`src/hdl/sabm_pkg.sv`:
```
// ----------------------------------------------------------------------------
// sabm_pkg
// Shared types and constants of the sized-access byte memory: transfer
// payloads, opcodes, byte-lane geometry and the clear sequencer states.
// ----------------------------------------------------------------------------
package sabm_pkg;

    // Byte lanes per memory row (one bank per lane)
    localparam int LANES  = 8;
    localparam int LANE_W = 3;

    // Configuration register
    localparam int          CFG_W         = 17;
    localparam logic [16:0] MEM_SIZE_RST  = 17'h10000;

    // Opcodes
    localparam logic OP_READ  = 1'b0;
    localparam logic OP_WRITE = 1'b1;

    // Input transfer payload
    typedef struct packed {
        logic        opcode;
        logic [1:0]  access_size;
        logic        sign_extend;
        logic        big_endian;
        logic [31:0] address;
        logic [63:0] write_data;
    } t_in_item;

    // Output transfer payload
    typedef struct packed {
        logic [63:0] read_data;
        logic        error;
    } t_out_item;

    // Clear sequencer states
    typedef enum logic {
        CLR_SWEEP,
        CLR_IDLE
    } t_clr_state;

endpackage

```
`src/hdl/sabm_clear.sv`:
```
// ----------------------------------------------------------------------------
// sabm_clear
// Post-reset sweep: walks every row once, zeroing all banks, then idles.
// ----------------------------------------------------------------------------
module sabm_clear #(
    parameter int ROWS  = 8192,
    parameter int ROW_W = 13
) (
    input  logic             i_clk,
    input  logic             i_rst_n,
    output logic             o_busy,
    output logic [ROW_W-1:0] o_row
);

    localparam logic [ROW_W-1:0] LAST_ROW = ROW_W'(ROWS - 1);

    sabm_pkg::t_clr_state r_state, n_state;
    logic [ROW_W-1:0]     r_row, n_row;

    // State and row counter
    always_ff @(posedge i_clk) begin
        if (!i_rst_n) begin
            r_state <= sabm_pkg::CLR_SWEEP;
            r_row   <= '0;
        end else begin
            r_state <= n_state;
            r_row   <= n_row;
        end
    end

    // Next state and outputs
    always_comb begin
        n_state = r_state;
        n_row   = r_row;
        o_busy  = 1'b0;
        unique case (r_state)
            sabm_pkg::CLR_SWEEP: begin
                o_busy = 1'b1;
                if (r_row == LAST_ROW) begin
                    n_state = sabm_pkg::CLR_IDLE;
                end else begin
                    n_row = r_row + 1'b1;
                end
            end
            sabm_pkg::CLR_IDLE: begin
                o_busy = 1'b0;
            end
            default: begin
                n_state = sabm_pkg::CLR_IDLE;
            end
        endcase
    end

    assign o_row = r_row;

endmodule

```
`config.mk`:
```
export PLATFORM = sky130hd
export DESIGN_NAME = sabm_clear
export DESIGN_NICKNAME = d
export VERILOG_FILES = /design/src/hdl/sabm_pkg.sv /design/src/hdl/sabm_clear.sv
export SDC_FILE = /design/constraint.sdc
export NUM_CORES = 1
export LEC_CHECK = 0
export ABC_CLOCK_PERIOD_IN_PS = 1700
export BUFFER_PORTS_ARGS = -buffer_cell sky130_fd_sc_hd__buf_2
export CAP_MARGIN = 40
export CORE_MARGIN = 2
export CORE_UTILIZATION = 49
export DETAILED_ROUTE_END_ITERATION = 6
export GPL_ROUTABILITY_DRIVEN = 0
export PLACE_DENSITY = 0.84
export SYNTH_ARGS = -nofsm -noshare
export SYNTH_HDL_FRONTEND = slang
export SYNTH_SLANG_ARGS = --single-unit
```
`constraint.sdc`:
```
create_clock -name i_clk -period 1.7 [get_ports i_clk]
set_input_delay 0.34 -clock i_clk [delete_from_list [all_inputs] [get_ports i_clk]]
set_output_delay 0.34 -clock i_clk [all_outputs]
set_load 0.01 [all_outputs]
```
After elaboration in Yosys (flattened, before gate mapping)
Cells that the tools add are included.
{"block": "classes", "mux": 3, "n_eq_ne": 1, "add_sub_neg": 1, "multipliers": 0, "bitwise_logic": 2, "div": 0, "n_reduce_logical": 1, "n_lt_le_gt_ge": 0, "shifts": 0}
{"operator": "$add A13 B1 Y13 const B", "n": 1}
{"operator": "$eq A13 B13 Y1 const B", "n": 1}
{"operator": "$mux W1", "n": 2}
{"operator": "$not A1 Y1", "n": 2}
{"operator": "$pmux W1 S2", "n": 1}
{"operator": "$reduce_and A2 Y1", "n": 1}
{"block": "word_totals", "wordCells": 10, "ram_bits": 0, "romBits": 0, "mem_count": 0, "output_inout_bits": 14, "latchBits": 0, "reg_bits": 14, "input_bits": 2}

Longest topological paths before layout
Gate-level depths: netlist (run 1).
{"block": "depth", "ltp_word": 3, "mapped_depth": 5, "depth_no_buf": 5}

Worst setup path after synthesis (run 1)
Ideal clock, no wire load.
{"block": "synth_timing", "path_kind": "register to register", "startpoint": "register r_row[6] (netlist: o_row[6])", "endpoint": "register r_row[9] (netlist: o_row[9])", "setup_ns": 0.070, "n_path_buf": 0, "period_less_slack_ns": 1.536, "t_arrival_ns": 1.467, "setup_slack_ns": 0.164, "path_stages_with_launch": 5, "required_ns": 1.630, "cell_sequence": "dfxtp_1 nand3_2 or3_4 or4_1 a21oi_1"}
{"block": "synth_between", "elab_chain_len": 3, "word_cells_on_any_way": 4, "cone_classes": "add/sub: 1; eq/ne: 1; bitwise: 1; reduce/logical: 1"}
{"element": "from (decl)", "line_no": "sabm_clear.sv:18", "text": "logic [ROW_W-1:0] r_row, n_row;"}
{"element": "from (signal assigned)", "line_no": "sabm_clear.sv:27", "text": "r_row <= n_row;"}
{"element": "parallel branches: the longest is 3 deep, another holds $add A13 B1 Y13"}
Parallel ways; which one is timed is not known.
A chain may end at the register's enable or synchronous reset.

Worst setup path in the final report (run 1)
{"block": "layout_timing", "startpoint": "register r_row[4] (netlist: o_row[4])", "endpoint": "register r_row[9] (netlist: o_row[9])"}
The elaborated chain is that of the path after synthesis.

==> results of run 1 <==
[area by class of cell]
class	instances	area, um2	share of cell area, %
Multi-Input combinational cell	58	360.3	44.31
Sequential cell	14	281.5	34.62
Timing Repair Buffer	18	97.59	12.00
Clock buffer	4	36.28	4.462
Inverter	5	18.77	2.308
Tap cell	15	18.77	2.308
[cells in the mapped netlist, drive strengths merged]
cell     number  share of area, %
o31ai         2               2.3
nand2         5               2.8
and3          2               1.9
o21ai         7               5.3
a21oi         3               2.3
nand4b        1               1.3
nor2          7               3.9
inv           5               2.8
a211oi        1               1.1
mux2i         1               1.5
a2111oi       1               1.3
nand3         5               4.5
nand2b        1              0.94
nor3          1              0.75
and4b         1               1.5
buf           1              0.75
ha            1               1.9
nand4         4               3.8
or3           2               2.6
clkbuf        1              0.56
and2          1              0.94
or4           1               1.1
dfxtp        14                42
a31oi         7               6.6
o41a          1               1.9
and4          1               1.5
xnor2         1               1.3
nor2b         1              0.94
[stage by stage]
step	instance area (um2)	power [mW]	hold WS, ns
6_report	813.3	0.6099	0.3924
5_1_grt	813.3	0.6336	0.4178
4_1_cts	810.8	0.6135	0.3873
3_5_place_dp	774.5	0.3792	0.4996
3_3_place_gp	774.5	0.3769	0.4731
2_1_floorplan	666.9	0.3672	0.4954
[sequential cells by signal, summed over array words and instances, names as in the netlist]
register / count
o_row: 13
r_state: 1
[logic make-up after synthesis]
group           Yosys count  share of synthesized area, %
xor+xnor                  1                         1.314
mux                       1                         1.501
buf+inv                   7                         4.127
flops                    14                         42.03
compound gates           22                         20.64
fa+ha+maj                 1                         1.876
simple gates             33                         28.52
[layer usage]
metal	GRT usage (%)	routed length, um	part of all wire [%]
met5	0	0	0
met3	3.261	86	5.7
met1	26.82	692	46
met2	35.94	708	47
met4	11.67	27	1.8
[critical path, cell delays in order (launching register included)]
cell and delay [ns]:
dfxtp_1 0.41, nand4b_1 0.18, or3_4 0.38, or4_1 0.40, a21oi_1 0.16
[power by group]
| group | switching, mW | leakage, nW | internal, mW |
|---|---|---|---|
| logic | 0.0182 | 0.193 | 0.0124 |
| clock network | 0.107 | 0.0210 | 0.130 |
| registers | 0.00742 | 0.114 | 0.334 |
| total | 0.133 | 0.328 | 0.477 |
[worst min path at each step]
stage	slack, ns	end	start	cells past startpoint
after floorplan	0.50	o_row[3]	i_rst_n	2
after global placement	0.47	o_row[1]	o_row[1]	2
after detailed placement	0.50	o_row[1]	o_row[1]	2
after CTS	0.39	o_row[8]	i_rst_n	3
after global routing	0.42	o_row[4]	i_rst_n	3
final	0.39	o_row[8]	i_rst_n	3
==> impl_metrics.ini, run 1 <==
[timing]
fin_crit_ns = 1.590
drv_slew = 0
rsz0062_at_grt = no
final-setup-viol-count = 0
setup_slack_ns = 0.1097
max_freq_mhz = 628.8
worst_slew_pin_slew_ns = 0.4060
relSlewSlack_pct = 72.86
fin_tns_setup_ns = 0
post-route-period-util_pct = 93.55
finalClockSkew_ns = 0.005311
finalHoldViolCount = 0

[cts]
clock_latency_ns = 0.28
clockRootBuffer = clkbuf_4
ctsHoldBuffers = 0
post_cts_buffers = 0
cts_resized = 0
cts.sinks = 14
cts_htree_levels = 1
clkSlewWorstSetupHoldPaths_ns = 0.09
clockBufferDepth = 2
cts_tree = yes
cts-buffers-inserted = 3

[min_path]
hold_class = primary input to register

[global_routing]
globalRouteOverflowTotal = 0
antenna_found_initial = 0
grt_pass1_vias = 551
track_usage_pct = 21.78
grt_first_pass_wirelength_um = 2346
grt_max_degree = 12

[place]
post-place-ws_ns = 0.1030
dpl.cell_count = 110
port_buffers = 15
dp.final_hpwl_um = 1137

[setup_path]
reg2regPathDepth = 4
cp_data_arrival_time_ns = 1.81
crit_type = register to register
crit_start = o_row[4]
regToRegSetupSlack_ns = 0.11
timing.critical_path.to = o_row[9]
r2r_end = o_row[9]
cp-end-kind = register
required_ns = 1.91
critPathLaunchType = register
worstPathMaxFanout = 7
rr_startpoint = o_row[4]

[routing]
drc = 0
postRouteAntennaNets = 0
wl_per_cell_um = 13.28
vias = 678
routed_wl_um = 1514
first_pass_iters = 4
vias_per_cell = 5.947
first_iter_violations = 23

[floorplan]
core_um2 = 1285
ios = 16
dieArea_um2 = 1672
start_util_pct = 51.90
dieWidth_um = 40.89
placementRows = 13
die_y_um = 40.89

[finish]
fin_util_pct = 63.29
syn_to_final_growth_pct = 21.95
drive_gt1_share_pct = 27.27
final_cell_mix = buf_2 (15), dfxtp_1 (13), nor2_1 (7), a31oi_1 (7), o21ai_0 (7)
layout.cells.most_common = buf_2
n_antenna_cell = 0
fillers = 112
finalNetCount = 103
fin_cells = 114

[synth]
yosysUniqueCellTypes = 30
yosys_warnings = 0
synth_area_um2 = 666.9
ys_ff_latch = 14
syn_area_per_cell_um2 = 8.442
synth_cells = 79
synth-seq-area-share_pct = 42.03
synth.net_count = 82

[run]
max_cap_viol_count = 0

[power_and_ir_drop]
powerDensity_nw_per_um2 = 750.0
peakVddDrop_uv = 402.4
leakagePower_nw = 0.3281

[outcome]
status = complete, no violations
(Power assumes the default switching activity.)
==> run 2, diff against run 1 <==
Settings changed: CORE_MARGIN 2 to unset.
==> run 2 against run 1 <==
  * Fmax fell by 0.86%
  * Final cell count rose by 0.88%
  * Worst hold slack got worse by 0.011 ns
  * Critical path type unchanged
==> impl_metrics.ini, run 2 (synthesis gave the netlist of run 1 again) <==
[timing]
fin_crit_ns = 1.604
finalClockSkew_ns = 0.003182
fin_tns_setup_ns = 0
max_freq_mhz = 623.4
drv_slew = 0
relSlewSlack_pct = 71.60
finalHoldViolCount = 0
final-setup-viol-count = 0
post-route-period-util_pct = 94.35
worst_slew_pin_slew_ns = 0.4244
rsz0062_at_grt = no

[finish]
fin_area_um2 = 825.8
fin_cells = 115
finalNetCount = 105
largest_register_ff_count = 13
layout.cells.most_common = buf_2
drive_gt1_share_pct = 27.72
n_antenna_cell = 0
syn_to_final_growth_pct = 23.83
final_cell_mix = buf_2 (15), dfxtp_1 (14), nor2_1 (7), a31oi_1 (7), o21ai_0 (7)

[global_routing]
grt_pass1_vias = 566
grt_max_degree = 12
track_usage_pct = 23.40
grt_first_pass_wirelength_um = 2380
globalRouteOverflowTotal = 0
antenna_found_initial = 0

[setup_path]
rr_startpoint = o_row[3]
critPathLaunchType = register
worstPathMaxFanout = 6
required_ns = 1.93
cp_data_arrival_time_ns = 1.83
regToRegSetupSlack_ns = 0.1
crit_type = register to register
cp-end-kind = register
crit_start = o_row[3]

[floorplan]
start_util_pct = 56.22
placementRows = 12
ios = 16
die_y_um = 38.89
core_um2 = 1186
dieWidth_um = 38.89
dieArea_um2 = 1512

[routing]
drc = 0
routed_wl_um = 1556
wl_per_cell_um = 13.53
first_pass_iters = 4
vias = 708
first_iter_violations = 30
postRouteAntennaNets = 0
vias_per_cell = 6.157

[min_path]
hold_class = primary input to register
worstHoldStart = i_rst_n

[cts]
clock_latency_ns = 0.29
cts.sinks = 14
cts_tree = yes
clockBufferDepth = 2
cts_htree_levels = 1
clockRootBuffer = clkbuf_4
clkSlewWorstSetupHoldPaths_ns = 0.09
cts-buffers-inserted = 3

[power_and_ir_drop]
switching_share_pct = 22.86
power_frac_seq_pct = 54.9
peakVddDrop_uv = 554.2
switchingPower_uw = 141.7
leakagePower_nw = 0.3385
pwr-share-comb_pct = 5.5
powerDensity_nw_per_um2 = 750.7
p_int_uw = 478.2
power_frac_clock_pct = 39.7

[place]
dp.final_hpwl_um = 1155
port_buffers = 15
dpl.cell_count = 111
placed_area_um2 = 788.3

[run]
max_cap_viol_count = 0

[outcome]
status = complete, no violations
==> run 2: changes by cell type in the layout (fill, tap and decap cells not counted) <==
cell and delta:
dfxtp_2 -1, dfxtp_1 +1, buf_4 +2
==> run 2: worst paths after layout <==
check / to / depth (start not counted)
worst max-delay path: o_row[9] / 4
worst min-delay path: o_row[7] / 3
worst max register to register: o_row[9] / 4
worst min register to register: o_row[1] / 2
==> run 2: power by group through the flow <==
stage	Combinational [mW]	Sequential, mW	Clock, mW
finish	0.0339	0.340	0.246
global placement	0.0324	0.347	0
global route	0.0372	0.341	0.259
CTS	0.0340	0.340	0.250
detailed placement	0.0338	0.348	0
floorplan	0.0164	0.351	0
==> run 2: repair_timing <==
item / 4_1_cts / 5_1_grt
buffers inserted: 0 / 0
hold buffers: 0 / 0
endpoints found under the setup margin: 0 / 1
gates resized for setup: 0 / 1
==> run 2: through the flow <==
step / util, % / hold WS [ns] / power (mW) / worst slack (ns)
detailed placement: 66.46 / 0.5220 / 0.3814 / 0.09929
CTS: 69.51 / 0.3771 / 0.6239 / 0.08128
global route: 69.62 / 0.3873 / 0.6369 / 0.02554
floorplan: - / 0.4954 / 0.3672 / 0.1637
finish: 69.62 / 0.3817 / 0.6200 / 0.09601
global placement: 66.46 / 0.4785 / 0.3792 / 0.1169
==> run 2: routing by layer <==
layer / vias to the layer above / wire length, um / GRT usage, %
li1: 342 / - / -
met1: 325 / 679 / 30.00
met2: 36 / 724 / 37.08
met3: 5 / 127 / 5.202
met4: 0 / 25 / 10.34
met5: - / 0 / 0
==> run 2: layout make-up <==
| cell class | count | area (um2) |
|---|---|---|
| Multi-Input combinational cell | 58 | 360.3 |
| Fill cell | 97 | 360.3 |
| Sequential cell | 14 | 280.3 |
| Timing Repair Buffer | 20 | 112.6 |
| Clock buffer | 4 | 36.28 |
| Inverter | 5 | 18.77 |
| Tap cell | 14 | 17.52 |
==> run 2: critical path: stages, from the launching register on <==
cell	delay (ns)
dfxtp_1	0.42
nand4b_1	0.18
or3_4	0.39
or4_1	0.41
a21oi_1	0.14
==> run 3, diff against run 2 <==
Settings changed: GPL_TIMING_DRIVEN set to 0.
==> run 3 against run 2 <==
  * Final cell count is 3.5% lower
  * Power is 9.5% lower
  * Global-route usage is 1.6 points lower
  * Design area is 5.0% lower
  * Die area stayed put
  * Critical endpoint unchanged
  * Non-clock buffer count is 3 lower
  * Sequential cell count stayed put
  * Clock power is 23% lower
  * Sequential share of layout area is 1.8 points higher
  * Clock-buffer cell count is 1 lower
  * Clock skew is 0.0016 ns lower
  * Core utilization is 3.5 points lower
==> impl_metrics.ini, run 3 (synthesis gave the netlist of run 1 again) <==
[outcome]
status = complete, no violations

[timing]
finalHoldViolCount = 0
max_freq_mhz = 615.5
whs_ns = 0.3150
worst_slew_pin_slew_ns = 0.4927
fin_crit_ns = 1.625
rsz0062_at_grt = yes
final-setup-viol-count = 0
finalClockSkew_ns = 0.001607
post-route-period-util_pct = 95.57
fin_tns_setup_ns = 0
setup_slack_ns = 0.07532
relSlewSlack_pct = 66.30
drv_slew = 0

[routing]
first_iter_violations = 7
postRouteAntennaNets = 0
vias = 654
vias_per_cell = 5.892
drc = 0
wl_per_cell_um = 12.70
first_pass_iters = 4
routed_wl_um = 1410

[place]
post-place-ws_ns = 0.06450
dp.final_hpwl_um = 1050
dpl.cell_count = 108
port_buffers = 15
placed_area_um2 = 759.5

[cts]
cts_tree = yes
cts.sinks = 14
cts_htree_levels = 1
cts-buffers-inserted = 3
clock_latency_ns = 0.28
cts_resized = 0
ctsHoldBuffers = 0
clkSlewWorstSetupHoldPaths_ns = 0.08
clockBufferDepth = 2
post_cts_buffers = 0
clockRootBuffer = clkbuf_4

[global_routing]
antenna_found_initial = 0
grt.busiest_layer = met2
grt_max_degree = 11
track_usage_pct = 21.78
grt_pass1_vias = 545
grtUsageMet2_pct = 32.50
grtUsageMet1_pct = 26.60
globalRouteMet3Util_pct = 6.936
globalRouteOverflowTotal = 0
grt_first_pass_wirelength_um = 2194

[floorplan]
dieWidth_um = 38.89
placementRows = 12
start_util_pct = 56.22
ios = 16
core_um2 = 1186
dieArea_um2 = 1512
die_y_um = 38.89

[finish]
syn_to_final_growth_pct = 17.64
fin_area_um2 = 784.5
layout.cells.most_common = buf_2
drive_gt1_share_pct = 24.74
fin_cells = 111
finalNetCount = 102
n_antenna_cell = 0
final_cell_mix = buf_2 (16), dfxtp_1 (14), a31oi_1 (7), o21ai_0 (7), nor2_1 (6)
largest_register_ff_count = 13

[setup_path]
critPathLaunchType = register
crit_type = register to register
required_ns = 1.92
cp-end-kind = register
worstPathMaxFanout = 7
cp_data_arrival_time_ns = 1.84

[min_path]
hold_class = primary input to register

[power_and_ir_drop]
peakVddDrop_uv = 546.1
leakagePower_nw = 0.3092
powerDensity_nw_per_um2 = 714.9

[run]
max_cap_viol_count = 0
## run 3: cell types whose count changed in the layout (fill, tap and decap cells not counted)
cell	change
a2111oi_0	+1
a2111oi_1	-1
buf_2	+1
buf_4	-5
clkbuf_1	+1
clkbuf_8	-1
nor2_1	-1
nor2_2	+1
## run 3: path summary, 6_finish.rpt
kind	startpoint	endpoint	slack (ns)	cells past startpoint
setup / recovery	o_row[2]	o_row[9]	0.08	4
hold / removal	i_rst_n	o_row[3]	0.31	3
setup reg to reg	o_row[2]	o_row[9]	0.08	4
hold reg to reg	o_row[1]	o_row[1]	0.51	2
## run 3: routing by layer
metal,wire length [um],vias to the layer above
li1,-,334
met1,670,298
met2,658,18
met3,58,4
met4,23,0
met5,0,-
## run 3: report_power, final
part | leakage, nW | internal [mW] | switching [mW]
Clock | 0.0138 | 0.0824 | 0.107
Combinational | 0.182 | 0.0128 | 0.0177
Sequential | 0.113 | 0.334 | 0.00709
Total | 0.309 | 0.429 | 0.132
## run 3: final cells by class
class	instances	area [um2]
buffer	2	8.758
clock buffer	3	22.52
fill	113	401.6
inverter	5	18.77
multi-input combinational	58	361.6
sequential	14	280.3
tap	14	17.52
timing repair buffer	15	75.07
## run 3: per-stage QoR
stage	utilization [%]	power, mW
2_1_floorplan	-	0.3672
3_5_place_dp	64.03	0.3795
4_1_cts	65.93	0.5611
6_report	66.14	0.5608
5_1_grt	66.14	0.5806
3_3_place_gp	64.03	0.3779
## run 3: worst max-delay path, cell delays in order, from the launching register on
cell      delay, ns
dfxtp_1        0.43
nand4b_1       0.19
or3_4          0.39
or4_1          0.41
a21oi_1        0.15
